File: src/bole_pkg.sv
// ----------------------------------------------------------------------------
// Bounded ordered list engine package
// Operation codes and sequencer states shared by the list engine files.
// ----------------------------------------------------------------------------
package bole_pkg;

   localparam int unsigned DATA_W  = 32;
   localparam int unsigned FIELD_W = 5;

   typedef enum logic [2:0] {
      OP_PUSH_FRONT = 3'd0,
      OP_PUSH_BACK  = 3'd1,
      OP_SORTED_INS = 3'd2,
      OP_POP_FRONT  = 3'd3,
      OP_POP_BACK   = 3'd4,
      OP_REMOVE     = 3'd5,
      OP_READ       = 3'd6,
      OP_FIND       = 3'd7
   } op_type;

   typedef enum logic [2:0] {
      ST_IDLE,
      ST_SCAN_RD,
      ST_SCAN_CMP,
      ST_UP_RD,
      ST_UP_WR,
      ST_DN_RD,
      ST_DN_WR,
      ST_READ_WAIT
   } state_type;

   // response strobe flag, raised for the single cycle a result is shown
   typedef enum logic {
      RSP_OFF,
      RSP_ON
   } rsp_type;

endpackage

File: src/bole_ram.sv
// ----------------------------------------------------------------------------
// Generic single-port-write RAM
// One write port, one read port, read data registered.
// ----------------------------------------------------------------------------
module bole_ram #(
   parameter int unsigned WIDTH = 32,
   parameter int unsigned DEPTH = 16,
   localparam int unsigned AW = (DEPTH > 1) ? $clog2(DEPTH) : 1
) (
   input  logic             clock,
   input  logic             wr_en,
   input  logic [AW-1:0]    wr_addr,
   input  logic [WIDTH-1:0] wr_data,
   input  logic [AW-1:0]    rd_addr,
   output logic [WIDTH-1:0] rd_data
);

   logic [WIDTH-1:0] mem_ff [DEPTH];
   logic [WIDTH-1:0] rd_data_ff;

   always_ff @(posedge clock) begin
      if (wr_en) begin
         mem_ff[wr_addr] <= wr_data;
      end
      rd_data_ff <= mem_ff[rd_addr];
   end

   assign rd_data = rd_data_ff;

endmodule

File: src/bounded_ordered_list_engine_top.sv
// ----------------------------------------------------------------------------
// Bounded ordered list engine
// Sequencing: a scan reads and compares each entry visited and a shift
//   reads and writes each entry moved; the longest requests are a sorted
//   insert or remove that walks the whole list.
// Throughput: one request in flight; start is taken again the cycle after
//   the rsp_valid strobe. All entry traffic runs through one RAM read port.
// Reset: synchronous; clears the entry count and the sequencer, RAM untouched.
// ----------------------------------------------------------------------------
module bounded_ordered_list_engine_top
   import bole_pkg::*;
#(
   parameter int unsigned CAPACITY = 16
) (
   input  logic        clock,
   input  logic        reset,
   // request channel
   input  logic        start,
   output logic        busy,
   input  logic [2:0]  req_operation,
   input  logic [31:0] req_value,
   input  logic [4:0]  req_position,
   // response channel
   output logic        rsp_valid,
   output logic        rsp_ok,
   output logic [31:0] rsp_read_value,
   output logic [4:0]  rsp_found_position,
   output logic [4:0]  rsp_entry_count,
   output logic        rsp_is_empty
);

   // LW holds a count up to CAPACITY, IW indexes one entry,
   // CW is wide enough to compare a count against the 5-bit position.
   localparam int unsigned LW = $clog2(CAPACITY + 1);
   localparam int unsigned IW = $clog2(CAPACITY);
   localparam int unsigned CW = (LW > FIELD_W) ? LW : FIELD_W;

   state_type            state_ff, state_in;
   rsp_type              rsp_ff, rsp_in;
   op_type               op_ff, op_in;
   logic [DATA_W-1:0]    val_ff, val_in;
   logic [LW-1:0]        len_ff, len_in;
   logic [LW-1:0]        idx_ff, idx_in;
   logic [LW-1:0]        at_ff, at_in;
   logic                 ok_ff, ok_in;
   logic [DATA_W-1:0]    rd_ff, rd_in;
   logic [FIELD_W-1:0]   fp_ff, fp_in;

   logic                 ram_we;
   logic [IW-1:0]        ram_waddr;
   logic [DATA_W-1:0]    ram_wdata;
   logic [IW-1:0]        ram_raddr;
   logic [DATA_W-1:0]    ram_rdata;

   logic                 accept;
   op_type               req_op;
   logic                 full;
   logic                 empty;
   logic                 pos_ok;
   logic [CW-1:0]        pos_ext;
   logic [CW-1:0]        len_ext;
   logic [CW-1:0]        pos_m1;
   logic                 scan_more;
   logic                 hit;
   logic                 up_more;
   logic                 dn_more;
   logic [LW-1:0]        idx_p1;
   logic [LW-1:0]        idx_m1;
   logic [LW+FIELD_W-1:0] fp_ext;
   logic [LW+FIELD_W-1:0] cnt_ext;

   bole_ram #(
      .WIDTH (DATA_W),
      .DEPTH (CAPACITY)
   ) u_ram (
      .clock   (clock),
      .wr_en   (ram_we),
      .wr_addr (ram_waddr),
      .wr_data (ram_wdata),
      .rd_addr (ram_raddr),
      .rd_data (ram_rdata)
   );

   assign busy   = (state_ff != ST_IDLE) || (rsp_ff == RSP_ON);
   assign accept = start && !busy;
   assign req_op = op_type'(req_operation);

   assign full    = (len_ff == LW'(CAPACITY));
   assign empty   = (len_ff == '0);
   assign pos_ext = CW'(req_position);
   assign len_ext = CW'(len_ff);
   assign pos_m1  = pos_ext - CW'(1);
   assign pos_ok  = (pos_ext != '0) && (pos_ext <= len_ext);

   assign idx_p1    = idx_ff + LW'(1);
   assign idx_m1    = idx_ff - LW'(1);
   assign scan_more = (idx_ff < len_ff);
   assign up_more   = (idx_ff > at_ff);
   assign dn_more   = (idx_p1 < len_ff);

   // Shared compare unit: one registered RAM word against the request value.
   // Sorted insert stops before the head only if the head is greater,
   // later it stops at the first entry that is not less than the value.
   always_comb begin
      if (op_ff == OP_SORTED_INS) begin
         if (idx_ff == '0) begin
            hit = $signed(val_ff) < $signed(ram_rdata);
         end else begin
            hit = !($signed(ram_rdata) < $signed(val_ff));
         end
      end else begin
         hit = (ram_rdata == val_ff);
      end
   end

   assign fp_ext  = {{FIELD_W{1'b0}}, idx_p1};
   assign cnt_ext = {{FIELD_W{1'b0}}, len_ff};

   // Next state
   always_comb begin
      state_in = state_ff;
      rsp_in   = RSP_OFF;
      unique case (state_ff)
         ST_IDLE: begin
            if (accept) begin
               unique case (req_op)
                  OP_PUSH_FRONT, OP_PUSH_BACK: begin
                     if (full) rsp_in = RSP_ON;
                     else      state_in = ST_UP_RD;
                  end
                  OP_SORTED_INS: begin
                     if (full) rsp_in = RSP_ON;
                     else      state_in = ST_SCAN_RD;
                  end
                  OP_POP_FRONT: begin
                     if (empty) rsp_in = RSP_ON;
                     else       state_in = ST_DN_RD;
                  end
                  OP_POP_BACK: begin
                     rsp_in = RSP_ON;
                  end
                  OP_REMOVE, OP_FIND: begin
                     state_in = ST_SCAN_RD;
                  end
                  OP_READ: begin
                     if (pos_ok) state_in = ST_READ_WAIT;
                     else        rsp_in   = RSP_ON;
                  end
                  default: begin
                     rsp_in = RSP_ON;
                  end
               endcase
            end
         end
         ST_SCAN_RD: begin
            if (scan_more) begin
               state_in = ST_SCAN_CMP;
            end else if (op_ff == OP_SORTED_INS) begin
               state_in = ST_UP_RD;
            end else begin
               state_in = ST_IDLE;
               rsp_in   = RSP_ON;
            end
         end
         ST_SCAN_CMP: begin
            if (!hit) begin
               state_in = ST_SCAN_RD;
            end else begin
               unique case (op_ff)
                  OP_SORTED_INS: state_in = ST_UP_RD;
                  OP_REMOVE:     state_in = ST_DN_RD;
                  default: begin
                     state_in = ST_IDLE;
                     rsp_in   = RSP_ON;
                  end
               endcase
            end
         end
         ST_UP_RD: begin
            if (up_more) begin
               state_in = ST_UP_WR;
            end else begin
               state_in = ST_IDLE;
               rsp_in   = RSP_ON;
            end
         end
         ST_UP_WR: state_in = ST_UP_RD;
         ST_DN_RD: begin
            if (dn_more) begin
               state_in = ST_DN_WR;
            end else begin
               state_in = ST_IDLE;
               rsp_in   = RSP_ON;
            end
         end
         ST_DN_WR: state_in = ST_DN_RD;
         ST_READ_WAIT: begin
            state_in = ST_IDLE;
            rsp_in   = RSP_ON;
         end
         default: begin
            state_in = ST_IDLE;
         end
      endcase
   end

   // Datapath and RAM control
   always_comb begin
      op_in     = op_ff;
      val_in    = val_ff;
      len_in    = len_ff;
      idx_in    = idx_ff;
      at_in     = at_ff;
      ok_in     = ok_ff;
      rd_in     = rd_ff;
      fp_in     = fp_ff;
      ram_we    = 1'b0;
      ram_waddr = idx_ff[IW-1:0];
      ram_wdata = ram_rdata;
      ram_raddr = idx_ff[IW-1:0];
      unique case (state_ff)
         ST_IDLE: begin
            ram_raddr = pos_m1[IW-1:0];
            if (accept) begin
               op_in  = req_op;
               val_in = req_value;
               ok_in  = 1'b0;
               rd_in  = '0;
               fp_in  = '0;
               idx_in = '0;
               at_in  = '0;
               unique case (req_op)
                  OP_PUSH_FRONT: idx_in = len_ff;
                  OP_PUSH_BACK: begin
                     idx_in = len_ff;
                     at_in  = len_ff;
                  end
                  OP_POP_BACK: begin
                     // drop the tail by shortening the count
                     if (!empty) begin
                        len_in = len_ff - LW'(1);
                        ok_in  = 1'b1;
                     end
                  end
                  default: begin
                  end
               endcase
            end
         end
         ST_SCAN_RD: begin
            ram_raddr = idx_ff[IW-1:0];
            if (!scan_more && op_ff == OP_SORTED_INS) begin
               at_in = len_ff;
            end
         end
         ST_SCAN_CMP: begin
            if (!hit) begin
               idx_in = idx_p1;
            end else begin
               unique case (op_ff)
                  OP_SORTED_INS: begin
                     at_in  = idx_ff;
                     idx_in = len_ff;
                  end
                  OP_REMOVE: begin
                  end
                  default: begin
                     ok_in = 1'b1;
                     fp_in = fp_ext[FIELD_W-1:0];
                  end
               endcase
            end
         end
         ST_UP_RD: begin
            ram_raddr = idx_m1[IW-1:0];
            if (!up_more) begin
               // slot is open: drop the new value in and grow the list
               ram_we    = 1'b1;
               ram_waddr = at_ff[IW-1:0];
               ram_wdata = val_ff;
               len_in    = len_ff + LW'(1);
               ok_in     = 1'b1;
            end
         end
         ST_UP_WR: begin
            ram_we    = 1'b1;
            ram_waddr = idx_ff[IW-1:0];
            idx_in    = idx_m1;
         end
         ST_DN_RD: begin
            ram_raddr = idx_p1[IW-1:0];
            if (!dn_more) begin
               len_in = len_ff - LW'(1);
               ok_in  = 1'b1;
            end
         end
         ST_DN_WR: begin
            ram_we    = 1'b1;
            ram_waddr = idx_ff[IW-1:0];
            idx_in    = idx_p1;
         end
         ST_READ_WAIT: begin
            rd_in = ram_rdata;
            ok_in = 1'b1;
         end
         default: begin
         end
      endcase
   end

   always_ff @(posedge clock) begin
      if (reset) begin
         state_ff <= ST_IDLE;
         rsp_ff   <= RSP_OFF;
         len_ff   <= '0;
      end else begin
         state_ff <= state_in;
         rsp_ff   <= rsp_in;
         len_ff   <= len_in;
      end
   end

   always_ff @(posedge clock) begin
      op_ff  <= op_in;
      val_ff <= val_in;
      idx_ff <= idx_in;
      at_ff  <= at_in;
      ok_ff  <= ok_in;
      rd_ff  <= rd_in;
      fp_ff  <= fp_in;
   end

   // Response is shown for one cycle; the count wraps modulo 32 on big lists
   assign rsp_valid          = (rsp_ff == RSP_ON);
   assign rsp_ok             = ok_ff;
   assign rsp_read_value     = rd_ff;
   assign rsp_found_position = fp_ff;
   assign rsp_entry_count    = cnt_ext[FIELD_W-1:0];
   assign rsp_is_empty       = empty;

endmodule

File: config.mk
export PLATFORM = sky130hd
export DESIGN_NAME = bounded_ordered_list_engine_top
export DESIGN_NICKNAME = d
export VERILOG_FILES = /design/src/bole_pkg.sv /design/src/bole_ram.sv /design/src/bounded_ordered_list_engine_top.sv
export SDC_FILE = /design/constraint.sdc
export NUM_CORES = 1
export LEC_CHECK = 0
export CORE_MARGIN = 5
export CORE_UTILIZATION = 55
export DETAILED_ROUTE_END_ITERATION = 16
export DONT_BUFFER_PORTS = 1
export GPL_TIMING_DRIVEN = 0
export PLACE_DENSITY = 0.71
export SLEW_MARGIN = 20
export SYNTH_ARGS = -nofsm -noshare
export SYNTH_HDL_FRONTEND = slang
export SYNTH_SLANG_ARGS = --single-unit
File: constraint.sdc
create_clock -name clock -period 9 [get_ports clock]
set_input_delay 1.8 -clock clock [delete_from_list [all_inputs] [get_ports clock]]
set_output_delay 1.8 -clock clock [all_outputs]
set_load 0.05 [all_outputs]
==> flow_summary_export.csv <==
group,metric,value,unit
yosys,synth_ff_type,"edfxtp_1",
die,die_width,228,um
clock_tree,number_of_clock_buffers_inserted_by_tritoncts,61,
die,io-pin-count,89,
clock_tree,cts-hold-fix-buffers,0,
global_routing,grt_use_total,24.9,%
critical_path,setup.worst_path.start_class,"register",
layout,layout-drive-gt1-share,14.1,%
critical_path,worstPathArrival,5.20,ns
timing,final-max-slew-violation-count,0,
clock_tree,cts.reportedPaths.clkPinSlew,0.06,ns
timing,worst_slew_pin_slew,1.10,ns
route,route.vias.total,15396,
timing,skew,0.0204,ns
timing,fmaxAchievable,205,MHz
die,initial_utilization,55.8,%
clock_tree,cts_max_path_buffers,3,
die,fp.dieArea,51800,sq um
yosys,post_synth_most_frequent_cells,"edfxtp_1 (595), nand2_1 (280), nand3_1 (134)",
yosys,synth_top_cells_by_area,"edfxtp_1 (69%), mux4_2 (5.5%), nand2_1 (4.0%)",
route,topRoutingLayerUsed,"met5",
power_and_ir_drop,power.density,393,nW/um^2
die,placeableCoreArea,46700,sq um
critical_path,path_cells,"clkbuf_1, inv_1, ha_1, nand4_1, mux2i_1, a21oi_1, nor2_1, a31oi_1, nor2_4, buf_16",
yosys,ys_types,64,
route,detailedRoute.firstPassIterationCount,5,
critical_path,crit_slowest_cell,"nor2_1",
die,die_height,228,um
layout,n_antenna_cell,0,
yosys,post-synth-top-area-fraction,68.7,%
yosys,synth.net_count,1838,
clock_tree,cts_tree,"yes",
global_routing,global_route_wire_length_before_repair,96.1,mm
layout,layout-area-overhead-vs-synth,12.9,%
timing,finalSetupViolCount,0,
clock_tree,postCtsSetupRepairBufs,0,
outcome,run_status,"finished clean",
layout,fin_nets,1921,
yosys,ys_warns,0,
timing,timing.setup.tns,0,ns
timing,max_slew_margin,26.5,%
critical_path,worstSetupPathType,"register to register",
power_and_ir_drop,power_leakage,10.0,nW
global_routing,grt_overflow_total,0,
yosys,synth_seq_cells,636,
yosys,synth_top_area_cell,"edfxtp_1",
flow_run,max_cap_violations,0,
critical_path,crit_path_max_incr_delay,0.88,ns
global_routing,largest_net_degree_at_the_start_of_global_routing,22,
global_routing,initial_antenna_violation_count,1,
route,initial_drc_count,1804,
timing,final_min_period_over_clock_period,54.3,%
clock_tree,cts_sinks,636,
power_and_ir_drop,ir_worst_vdd,224,uV
route,drc,0,
clock_tree,insertion_delay,0.63,ns
placement,detailedPlacementHpwl,42.0,mm
yosys,netlist_area,26000,sq um
yosys,ys_seq_area_share,71.8,%
worst_hold_path,timing.hold.worst.class,"register to register",
layout,n_fill_cell,3303,
yosys,synthesis.instances,1738,
clock_tree,htreeDepth,2,
route,finalWirelength,63.9,mm
power_and_ir_drop,overall_power,11.5,mW
route,postRouteAntennaNets,0,
timing,final-hold-violation-count,0,
yosys,synth_area_per_cell,15.0,sq um
placement,routabilityCongestion,0.869,
yosys,edff_count_synth,595,
route,routed_wire_length_per_instance,25.8,um
die,fp-row-count,79,
critical_path,critical_path.endpoint_type,"register",
route,viasPerCell,6.21,
clock_tree,cts_root_buffer,"clkbuf_16",
placement,placement.io_buffers,0,
timing,final_period_minus_worst_setup_slack,4.89,ns
route,met2WireLength,30.9,mm
route,met1_length,25.3,mm
critical_path,path_max_fanout,17,
yosys,synthMostInstantiatedCell,"edfxtp_1",
clock_tree,post_cts_resized,0,
yosys,postSynth.asyncResetShare,0,%
critical_path,cp_data_required_time,9.32,ns
route,route.met3.wl,5.09,mm
global_routing,vias_in_the_first_global_route,15679,
timing,grt_setup_unrepaired,"no",
## where the power goes
| part | switching, mW | total [mW] | internal [mW] |
|---|---|---|---|
| Sequential | 0.444 | 4.48 | 4.03 |
| Combinational | 3.06 | 4.57 | 1.50 |
| Clock | 1.08 | 2.50 | 1.42 |
## state kept, by name, summed over array words and instances (netlist names)
| name | flops |
|---|---|
| state_ff | 3 |
| idx_ff | 5 |
| at_ff | 5 |
| rsp_found_position | 5 |
| op_ff | 3 |
| u_ram.mem_ff | 512 |
| u_ram.rd_data | 32 |
| rsp_entry_count | 5 |
| rsp_ok | 1 |
| rsp_valid | 1 |
| rsp_read_value | 32 |
| val_ff | 32 |
## layout by cell type (no fill, tap or decap), types with 36 or more instances in the layout
cell type / instances
clkbuf_16: 62
clkbuf_1: 71
and2_1: 36
inv_1: 52
dfxtp_1: 41
nand2_1: 280
edfxtp_1: 595
nand4_1: 40
ha_1: 56
nand3_1: 134
mux4_2: 64
## cell type report
class	instances	area (sq um)	share of cell area, %
flip-flops and latches	636	18700	63.6
inverters	54	203	0.690
plain buffers	87	387	1.32
repair buffers	20	520	1.77
well taps	607	759	2.58
clock inverters	27	243	0.826
clock buffers	88	1700	5.78
multi-input cells	961	6880	23.4
## through the flow
step           instances  hold WS [ns]  instance area [sq um]  worst slack [ns]  util (%)
3_3_place_gp        2345         0.542                  26800              2.45      57.4
2_1_floorplan       1738         0.529                  26000              4.90         -
4_1_cts             2480         0.571                  29400              4.25      63.0
5_1_grt             2480         0.593                  29400              3.88      63.0
3_5_place_dp        2365         0.553                  27400              4.28      58.8
6_report            2480         0.569                  29400              4.11      63.0
## kinds of logic (layout without fill, tap and decap cells)
group / Yosys count / after routing / synth area share [%]
simple gates: 595 / 595 / 10.6
buf+inv: 141 / 276 / 2.26
mux: 108 / 108 / 7.39
fa+ha+maj: 57 / 57 / 2.77
flops: 636 / 636 / 71.8
compound gates: 185 / 185 / 4.63
xor+xnor: 16 / 16 / 0.539
## critical path, delay by kind of cell (launching register included)
family                   cells  cell delay [ns]
AO/OA/AOI/OAI                2             0.73
multiplexers                 1             0.19
buffers and inverters        3             1.02
flip-flops                   1             0.48
adder cells (fa/ha/maj)      1             0.35
AND/OR/NAND/NOR              3             1.77
## worst paths after layout
kind,startpoint,endpoint,slack (ns),cells past startpoint
worst max-delay path,idx_ff[0],u_ram.mem_ff[3][8],4.11,10
worst min-delay path,u_ram.rd_data[27],rsp_read_value[27],0.57,1
worst max register to register,idx_ff[0],u_ram.mem_ff[3][8],4.11,10
worst min register to register,u_ram.rd_data[27],rsp_read_value[27],0.57,1
## per-layer routing
metal,vias up,global-route usage [%]
li1,6777,-
met1,7724,33.9
met2,730,40.5
met3,163,4.44
met4,2,10.1
met5,-,0
(Power assumes the default switching activity.)
